$ cat config.mk
export PLATFORM = sky130hd
export DESIGN_NAME = input_event_mapper_queue
export DESIGN_NICKNAME = d
export VERILOG_FILES = /design/src/hw/rtl/iemq_pkg.sv /design/src/hw/rtl/iemq_front.sv /design/src/hw/rtl/iemq_op_queue.sv /design/src/hw/rtl/iemq_back.sv /design/src/hw/rtl/input_event_mapper_queue.sv
export SDC_FILE = /design/constraint.sdc
export NUM_CORES = 1
export LEC_CHECK = 0
export BUFFER_PORTS_ARGS = -buffer_cell sky130_fd_sc_hd__buf_2
export CAP_MARGIN = 20
export CORE_MARGIN = 2
export CORE_UTILIZATION = 45
export DETAILED_ROUTE_END_ITERATION = 10
export SLEW_MARGIN = 20
export SYNTH_ARGS = -nofsm -noshare
export SYNTH_HDL_FRONTEND = slang
export SYNTH_HIERARCHICAL = 1
export SYNTH_SLANG_ARGS = --single-unit
$ cat constraint.sdc
create_clock -name clk -period 18.75 [get_ports clk]
set_clock_uncertainty 0.15 [all_clocks]
set_input_delay 0.9375 -clock clk [delete_from_list [all_inputs] [get_ports clk]]
set_output_delay 0.9375 -clock clk [all_outputs]
set_load 0.01 [all_outputs]
$ cat src/hw/rtl/iemq_pkg.sv
`timescale 1ns / 1ps

package iemq_pkg;

    localparam int CAPACITY = 16;
    localparam int PTR_W    = (CAPACITY > 2) ? $clog2(CAPACITY) : 1;

    localparam logic [1:0] CMD_WHEEL = 2'd0;
    localparam logic [1:0] CMD_KEY   = 2'd1;
    localparam logic [1:0] CMD_POLL  = 2'd2;

    localparam logic [2:0] KEY_LEFT  = 3'd0;
    localparam logic [2:0] KEY_RIGHT = 3'd1;
    localparam logic [2:0] KEY_SPACE = 3'd2;
    localparam logic [2:0] KEY_ENTER = 3'd3;

    localparam logic [1:0] KIND_TURN = 2'd0;
    localparam logic [1:0] KIND_DOWN = 2'd1;
    localparam logic [1:0] KIND_UP   = 2'd2;

    typedef enum logic [1:0] {
        OP_IGNORE,
        OP_ACK,
        OP_PUSH,
        OP_POLL
    } op_code_t;

    typedef enum logic {
        BK_RUN,
        BK_POLL
    } back_state_t;

    typedef struct packed {
        logic [1:0]         kind;
        logic [31:0]        stamp;
        logic signed [16:0] amount;
    } event_t;

    typedef struct packed {
        op_code_t code;
        event_t   ev;
    } op_t;

    typedef struct packed {
        logic   accepted;
        event_t ev;
    } res_t;

    typedef struct packed {
        logic       poll_busy;
        logic [1:0] res_count;
    } back_status_t;

endpackage

$ cat src/hw/rtl/iemq_front.sv
`timescale 1ns / 1ps

module iemq_front
    import iemq_pkg::*;
(
    input  logic               clk,
    input  logic               rst_n,
    input  logic               push,
    input  logic               full,
    input  logic [1:0]         command,
    input  logic signed [23:0] wheel_delta,
    input  logic [2:0]         key_code,
    input  logic               key_down,
    input  logic               key_repeat,
    input  logic [31:0]        stamp_in,
    output logic               op_push,
    output op_t                op
);

    logic        space_held_reg;
    logic        space_held_next;
    logic        enter_held_reg;
    logic        enter_held_next;
    logic        accept;
    logic [23:0] raw;
    logic [23:0] mag;
    logic [24:0] rounded;
    logic [16:0] whole;
    logic        held_now;
    logic        was_down;
    logic        is_down;

    assign accept  = push && !full;
    assign op_push = accept;

    // ceiling of the magnitude over 256, then the sign back on
    assign raw     = wheel_delta;
    assign mag     = raw[23] ? (24'd0 - raw) : raw;
    assign rounded = {1'b0, mag} + 25'd255;
    assign whole   = rounded[24:8];

    always_comb
    begin
        space_held_next = space_held_reg;
        enter_held_next = enter_held_reg;
        op.code         = OP_IGNORE;
        op.ev.kind      = KIND_TURN;
        op.ev.stamp     = stamp_in;
        op.ev.amount    = '0;
        held_now        = (key_code == KEY_SPACE) ? space_held_reg : enter_held_reg;
        was_down        = space_held_reg || enter_held_reg;
        is_down         = was_down;
        unique case (command)
            CMD_WHEEL:
            begin
                if (raw != 24'd0)
                begin
                    op.code      = OP_PUSH;
                    op.ev.amount = raw[23] ? (17'sd0 - $signed(whole)) : $signed(whole);
                end
            end
            CMD_KEY:
            begin
                if (key_code == KEY_LEFT || key_code == KEY_RIGHT)
                begin
                    if (key_down)
                    begin
                        op.code      = OP_PUSH;
                        op.ev.amount = (key_code == KEY_LEFT) ? -17'sd1 : 17'sd1;
                    end
                end
                else if ((key_code == KEY_SPACE || key_code == KEY_ENTER) && !key_repeat
                         && held_now != key_down)
                begin
                    if (key_code == KEY_SPACE)
                    begin
                        space_held_next = key_down;
                    end
                    else
                    begin
                        enter_held_next = key_down;
                    end
                    is_down = space_held_next || enter_held_next;
                    if (was_down == is_down)
                    begin
                        op.code = OP_ACK;
                    end
                    else
                    begin
                        op.code    = OP_PUSH;
                        op.ev.kind = is_down ? KIND_DOWN : KIND_UP;
                    end
                end
            end
            CMD_POLL:
            begin
                op.code = OP_POLL;
            end
            default:
            begin
                op.code = OP_IGNORE;
            end
        endcase
    end

    always_ff @(posedge clk or negedge rst_n)
    begin
        if (!rst_n)
        begin
            space_held_reg <= 1'b0;
            enter_held_reg <= 1'b0;
        end
        else if (accept)
        begin
            space_held_reg <= space_held_next;
            enter_held_reg <= enter_held_next;
        end
    end

endmodule

$ cat src/hw/rtl/iemq_op_queue.sv
`timescale 1ns / 1ps

module iemq_op_queue
    import iemq_pkg::*;
(
    input  logic clk,
    input  logic rst_n,
    input  logic wr_en,
    input  op_t  wr_data,
    output logic full,
    input  logic rd_en,
    output logic rd_valid,
    output op_t  rd_data
);

    op_t        slot_reg [2];
    logic       wr_ptr_reg;
    logic       rd_ptr_reg;
    logic [1:0] count_reg;
    logic [1:0] count_next;
    logic       do_wr;
    logic       do_rd;

    assign full     = (count_reg == 2'd2);
    assign rd_valid = (count_reg != 2'd0);
    assign rd_data  = slot_reg[rd_ptr_reg];
    assign do_wr    = wr_en && !full;
    assign do_rd    = rd_en && rd_valid;

    always_comb
    begin
        count_next = count_reg;
        if (do_wr && !do_rd)
        begin
            count_next = count_reg + 2'd1;
        end
        else if (do_rd && !do_wr)
        begin
            count_next = count_reg - 2'd1;
        end
    end

    always_ff @(posedge clk or negedge rst_n)
    begin
        if (!rst_n)
        begin
            wr_ptr_reg <= 1'b0;
            rd_ptr_reg <= 1'b0;
            count_reg  <= 2'd0;
        end
        else
        begin
            count_reg <= count_next;
            if (do_wr)
            begin
                wr_ptr_reg <= !wr_ptr_reg;
            end
            if (do_rd)
            begin
                rd_ptr_reg <= !rd_ptr_reg;
            end
        end
    end

    always_ff @(posedge clk)
    begin
        if (do_wr)
        begin
            slot_reg[wr_ptr_reg] <= wr_data;
        end
    end

endmodule

$ cat src/hw/rtl/iemq_back.sv
`timescale 1ns / 1ps

module iemq_back
    import iemq_pkg::*;
(
    input  logic         clk,
    input  logic         rst_n,
    input  logic         op_valid,
    input  op_t          op,
    output logic         op_pop,
    input  logic         pop,
    output logic         empty,
    output res_t         res,
    output back_status_t status
);

    event_t      ring_mem [CAPACITY];
    event_t      rd_data_reg;
    logic [PTR_W-1:0] rd_ptr_reg;
    logic [PTR_W-1:0] rd_ptr_next;
    logic [PTR_W-1:0] wr_ptr_reg;
    logic [PTR_W-1:0] wr_ptr_next;
    logic [PTR_W-1:0] wr_ptr_inc;
    logic [PTR_W-1:0] rd_ptr_inc;
    back_state_t state_reg;
    back_state_t state_next;
    logic        ring_full;
    logic        ring_empty;
    logic        mem_we;
    logic        mem_re;

    res_t        res_q_reg [2];
    logic        res_wr_ptr_reg;
    logic        res_rd_ptr_reg;
    logic [1:0]  res_count_reg;
    logic [1:0]  res_count_next;
    logic        res_wr;
    res_t        res_wr_data;
    logic        res_rd;

    assign wr_ptr_inc = (wr_ptr_reg == PTR_W'(CAPACITY - 1)) ? '0 : wr_ptr_reg + 1'b1;
    assign rd_ptr_inc = (rd_ptr_reg == PTR_W'(CAPACITY - 1)) ? '0 : rd_ptr_reg + 1'b1;
    assign ring_full  = (wr_ptr_inc == rd_ptr_reg);
    assign ring_empty = (wr_ptr_reg == rd_ptr_reg);

    assign empty  = (res_count_reg == 2'd0);
    assign res    = res_q_reg[res_rd_ptr_reg];
    assign res_rd = pop && !empty;

    assign status.poll_busy = (state_reg == BK_POLL);
    assign status.res_count = res_count_reg;

    always_comb
    begin
        state_next  = state_reg;
        rd_ptr_next = rd_ptr_reg;
        wr_ptr_next = wr_ptr_reg;
        op_pop      = 1'b0;
        mem_we      = 1'b0;
        mem_re      = 1'b0;
        res_wr      = 1'b0;
        res_wr_data = '0;
        unique case (state_reg)
            BK_RUN:
            begin
                // a slot in the result queue is needed before an op is taken
                if (op_valid && res_count_reg != 2'd2)
                begin
                    op_pop = 1'b1;
                    unique case (op.code)
                        OP_IGNORE:
                        begin
                            res_wr = 1'b1;
                        end
                        OP_ACK:
                        begin
                            res_wr               = 1'b1;
                            res_wr_data.accepted = 1'b1;
                        end
                        OP_PUSH:
                        begin
                            res_wr = 1'b1;
                            if (!ring_full)
                            begin
                                mem_we               = 1'b1;
                                wr_ptr_next          = wr_ptr_inc;
                                res_wr_data.accepted = 1'b1;
                            end
                        end
                        OP_POLL:
                        begin
                            if (ring_empty)
                            begin
                                res_wr = 1'b1;
                            end
                            else
                            begin
                                mem_re      = 1'b1;
                                rd_ptr_next = rd_ptr_inc;
                                state_next  = BK_POLL;
                            end
                        end
                        default:
                        begin
                            res_wr = 1'b1;
                        end
                    endcase
                end
            end
            BK_POLL:
            begin
                // slot was reserved when the poll was taken
                res_wr               = 1'b1;
                res_wr_data.accepted = 1'b1;
                res_wr_data.ev       = rd_data_reg;
                state_next           = BK_RUN;
            end
            default:
            begin
                state_next = BK_RUN;
            end
        endcase
    end

    always_comb
    begin
        res_count_next = res_count_reg;
        if (res_wr && !res_rd)
        begin
            res_count_next = res_count_reg + 2'd1;
        end
        else if (res_rd && !res_wr)
        begin
            res_count_next = res_count_reg - 2'd1;
        end
    end

    always_ff @(posedge clk or negedge rst_n)
    begin
        if (!rst_n)
        begin
            state_reg      <= BK_RUN;
            rd_ptr_reg     <= '0;
            wr_ptr_reg     <= '0;
            res_wr_ptr_reg <= 1'b0;
            res_rd_ptr_reg <= 1'b0;
            res_count_reg  <= 2'd0;
        end
        else
        begin
            state_reg     <= state_next;
            rd_ptr_reg    <= rd_ptr_next;
            wr_ptr_reg    <= wr_ptr_next;
            res_count_reg <= res_count_next;
            if (res_wr)
            begin
                res_wr_ptr_reg <= !res_wr_ptr_reg;
            end
            if (res_rd)
            begin
                res_rd_ptr_reg <= !res_rd_ptr_reg;
            end
        end
    end

    always_ff @(posedge clk)
    begin
        if (mem_we)
        begin
            ring_mem[wr_ptr_reg] <= op.ev;
        end
        if (mem_re)
        begin
            rd_data_reg <= ring_mem[rd_ptr_reg];
        end
        if (res_wr)
        begin
            res_q_reg[res_wr_ptr_reg] <= res_wr_data;
        end
    end

endmodule

$ cat src/hw/rtl/input_event_mapper_queue.sv
`timescale 1ns / 1ps
// input event mapper with a timestamped event ring
// input channel: a command transaction moves when push is high and full is low;
//   wheel and key commands are turned into turn or button events and queued with
//   stamp_in, a poll command takes the oldest queued event out again
// result channel: one result per command, oldest first, shown while empty is low
//   and taken when pop is high; accepted carries the command's outcome and the
//   event fields are zero unless a poll delivered an event
// the front decodes a command in its accept cycle and keeps the space/enter held
//   flags; a two-entry op queue sits between it and the back, which owns the ring
//   (CAPACITY entries, CAPACITY-1 usable) and a two-entry result queue
// a result passes the op queue and then the result queue; a poll that hits a non-empty
//   ring also waits in the back's poll state for the registered ring read
// throughput: one command per cycle while full is low; the back takes no new op
//   while it waits in its poll state for the registered ring read
// reset clears pointers, held flags and both queues; ring contents are left as is
// when the receiver stops popping, the result queue fills, the back stops taking
//   ops, the op queue fills and full rises
module input_event_mapper_queue
    import iemq_pkg::*;
(
    input  logic               clk,
    input  logic               rst_n,
    input  logic               push,
    output logic               full,
    input  logic [1:0]         command,
    input  logic signed [23:0] wheel_delta,
    input  logic [2:0]         key_code,
    input  logic               key_down,
    input  logic               key_repeat,
    input  logic [31:0]        stamp_in,
    output logic               empty,
    input  logic               pop,
    output logic               accepted,
    output logic [1:0]         event_kind,
    output logic [31:0]        event_stamp,
    output logic signed [16:0] event_amount
);

    logic         op_push;
    op_t          op_in;
    logic         op_pop;
    logic         op_valid;
    op_t          op_out;
    res_t         res;
    back_status_t status;

    iemq_front u_front (
        .clk        (clk),
        .rst_n      (rst_n),
        .push       (push),
        .full       (full),
        .command    (command),
        .wheel_delta(wheel_delta),
        .key_code   (key_code),
        .key_down   (key_down),
        .key_repeat (key_repeat),
        .stamp_in   (stamp_in),
        .op_push    (op_push),
        .op         (op_in)
    );

    iemq_op_queue u_op_queue (
        .clk     (clk),
        .rst_n   (rst_n),
        .wr_en   (op_push),
        .wr_data (op_in),
        .full    (full),
        .rd_en   (op_pop),
        .rd_valid(op_valid),
        .rd_data (op_out)
    );

    iemq_back u_back (
        .clk     (clk),
        .rst_n   (rst_n),
        .op_valid(op_valid),
        .op      (op_out),
        .op_pop  (op_pop),
        .pop     (pop),
        .empty   (empty),
        .res     (res),
        .status  (status)
    );

    assign accepted     = res.accepted;
    assign event_kind   = res.ev.kind;
    assign event_stamp  = res.ev.stamp;
    assign event_amount = res.ev.amount;

    // ring read finishes in the cycle after the poll is taken
    a_poll_one_cycle: assert property (@(posedge clk) disable iff (!rst_n)
        status.poll_busy |=> !status.poll_busy)
        else $error("poll read did not complete in one cycle");

    // a poll in flight always has its result slot reserved
    a_poll_slot: assert property (@(posedge clk) disable iff (!rst_n)
        status.poll_busy |-> status.res_count != 2'd2)
        else $error("poll in flight without a free result slot");

    a_empty_count: assert property (@(posedge clk) disable iff (!rst_n)
        empty == (status.res_count == 2'd0))
        else $error("empty does not match result queue fill");

    a_no_overfill: assert property (@(posedge clk) disable iff (!rst_n)
        (status.res_count == 2'd2 && !pop) |=> status.res_count == 2'd2)
        else $error("result queue changed fill while full and stalled");

endmodule
==> summary.txt <==
Cells and area
  • Most frequent cells in the layout: edfxtp_1 (1,077), mux4_2 (204), buf_2 (120)
  • Layout cells sized above 1: 0.281
  • Final-stage net count: 2,393
  • Commonest non-fill, non-tap cell in the layout: edfxtp_1
  • Fin cells: 3,683
  • Max reg flops: 816
  • Fillers: 7,663
  • P&R area growth vs syn: 12.5%

Place
  • Port bufs: 120
  • Dpl ws: 13.32 ns
  • DP HPWL: 50,000 µm
  • Placed Cells: 3,475
  • Routability cong.: 0.787

Setup path
  • CP Data Required Time: 18.97 ns
  • Critical R2R Capture: u_back/rd_data_reg[28]$_DFFE_PP_
  • Highest-delay cell along the critical path: buf_4
  • Worst setup SP type: flip-flop
  • Crit path DAT: 5.19 ns
  • Worst Path Max Fanout: 49
  • Crit path cell chain: buf_4 -> buf_4 -> buf_4 -> mux4_2 -> nor2b_1 -> a211oi_1 -> a21oi_1
  • Number of cells on the critical path: 7
  • Critical Path End Type: flip-flop
  • Reg2reg path depth: 7
  • CP Launch Point: u_back/rd_ptr_reg[0]$_DFFE_PN0P_
  • Worst R2R Start: u_back/rd_ptr_reg[0]$_DFFE_PN0P_
  • Crit path buffers/inverters: 3
  • Critical path class: reg -> reg
  • R2R Setup Slk: 13.78 ns
  • Crit path top cell by count: buf_4
  • Cell family with most CP delay: buffers and inverters
  • Critical path's largest stage delay: 0.90 ns
  • Worst setup endpoint: u_back/rd_data_reg[28]$_DFFE_PP_

Yosys
  • Syn Nets: 2,257
  • Syn Inst Count: 2,175
  • Mapped Avg Cell Area: 20.2 µm²
  • Post-Syn Area: roughly 0.044 mm²
  • Ys Warns: 6

Hold path
  • Worst Hold Class: in -> async

Global routing
  • Largest net degree at the start of global routing: 146
  • Global route total overflow: 0
  • Initial antenna violation count: 2
  • Global-route wire length before repair: approximately 140,000 µm
  • GR Util All Layers: 0.192
  • Number of global-route vias before repair: 22,100

Detailed routing
  • Antenna Nets Post-Route: 0
  • Routed wire length per instance: 25.7 µm
  • DRC: 0
  • WL final: 94,700 µm
  • Routed vias/inst: 5.68
  • Drt first pass iters: 5
  • Via Count: 20,900
  • 1st-iter DRT viols: 1,654

Floorplanning
  • Core Box Area: 0.0967 mm²
  • I/O pin count: between 100 and 150
  • Die width: roughly 320 µm
  • Die area: 0.100 mm²
  • Die Y: 317 µm
  • Initial Util: 0.455
  • Rows: 114

Timing
  • Final Max Tran Viols: 0
  • Final setup fails: 0
  • Final Critical Period: about 5 ns
  • Worst slew margin: 0.245
  • PnR worst setup slack: approximately 14 ns
  • Period utilization: 0.265
  • Fmax: 201 MHz
  • Setup TNS: 0 ns
  • Worst Tran Pin Value: approximately 1.1 ns
  • Final hold vios: 0
  • RSZ-0062 raised after global routing: no

Pwr
  • Maximum VDD drop: about 0.00014 V
  • Pwr Density: around 160 mW/mm²
  • Lkg Pwr: 16.0 nW

Clock network
  • Clock Sink Count: ~1,100
  • Resized cells post-CTS: 0
  • Max clock buf depth: 3
  • Num CTS Buffers: between 100 and 150
  • CTS tree: yes
  • Clk root buf: clkbuf_16
  • CTS H-tree lvls: 3
  • Hold-fix buffers at CTS: 0
  • Worst-Skew Late Latency: roughly 0.66 ns
  • Post-CTS setup buffer count: 0
  • CTS clk-pin slew, worst paths: 0.06 ns

Flow run
  • Total of max-cap violations: 0

Outcome
  • Status: finished, final reports clean
-- where the power goes --
group	total [W]	internal, W	switching [W]
registers	0.00356	0.00338	0.000178
logic	0.00217	0.000905	0.00127
clock network	0.00216	0.00127	0.000889
-- cell type report --
cell class,instances,area (µm²),share of cell area
timing repair buffer,170,988,0.0200
tap,1276,1600,0.0323
antenna,1,2.50,0.0000506
sequential,1096,32800,0.664
clock inverter,78,764,0.0154
inverter,18,67.6,0.00137
clock buffer,129,2820,0.0571
multi-input combinational,915,10400,0.210
-- worst register-to-register path: stages (launching register included) --
cell	delay (ns)
dfrtp_4	0.86
buf_4	0.75
buf_4	0.89
buf_4	0.93
mux4_2	0.61
nor2b_1	0.14
a211oi_1	0.28
a21oi_1	0.07
-- layer usage --
| layer | up-vias | global-route usage | routed length [µm] | share of wire |
|---|---|---|---|---|
| li1 | 9118 | - | - | - |
| met1 | 11100 | 0.254 | 39500 | 0.42 |
| met2 | 606 | 0.332 | 48200 | 0.51 |
| met3 | 124 | 0.0288 | 5040 | 0.053 |
| met4 | 2 | 0.0529 | 1920 | 0.020 |
| met5 | - | 0 | 13 | 0.00014 |
-- worst min-delay path by stage --
stage                                         from                             endpoint  slack (ns)
3_3_place_gp   u_op_queue/count_reg[1]$_DFFE_PN0P_  u_op_queue/count_reg[1]$_DFFE_PN0P_        0.33
6_report                                     rst_n   u_front/space_held_reg$_DFFE_PN0P_        0.08
5_1_grt                                      rst_n   u_front/space_held_reg$_DFFE_PN0P_         0.1
3_5_place_dp   u_op_queue/count_reg[1]$_DFFE_PN0P_  u_op_queue/count_reg[1]$_DFFE_PN0P_        0.34
4_1_cts                                      rst_n   u_front/space_held_reg$_DFFE_PN0P_        0.06
2_1_floorplan  u_op_queue/count_reg[1]$_DFFE_PN0P_  u_op_queue/count_reg[1]$_DFFE_PN0P_        0.31
-- per-stage QoR --
| stage | hold WS (ns) | instance area [µm²] | power, W | utilization |
|---|---|---|---|---|
| after floorplan | 0.306 | 44000 | 0.00514 | - |
| after global placement | 0.326 | 45900 | 0.00577 | 0.475 |
| after detailed placement | 0.342 | 45900 | 0.00584 | 0.475 |
| after CTS | 0.0580 | 49500 | 0.00801 | 0.512 |
| after global routing | 0.0985 | 49500 | 0.00828 | 0.512 |
| final | 0.0828 | 49500 | 0.00789 | 0.512 |
(Power assumes the default switching activity.)
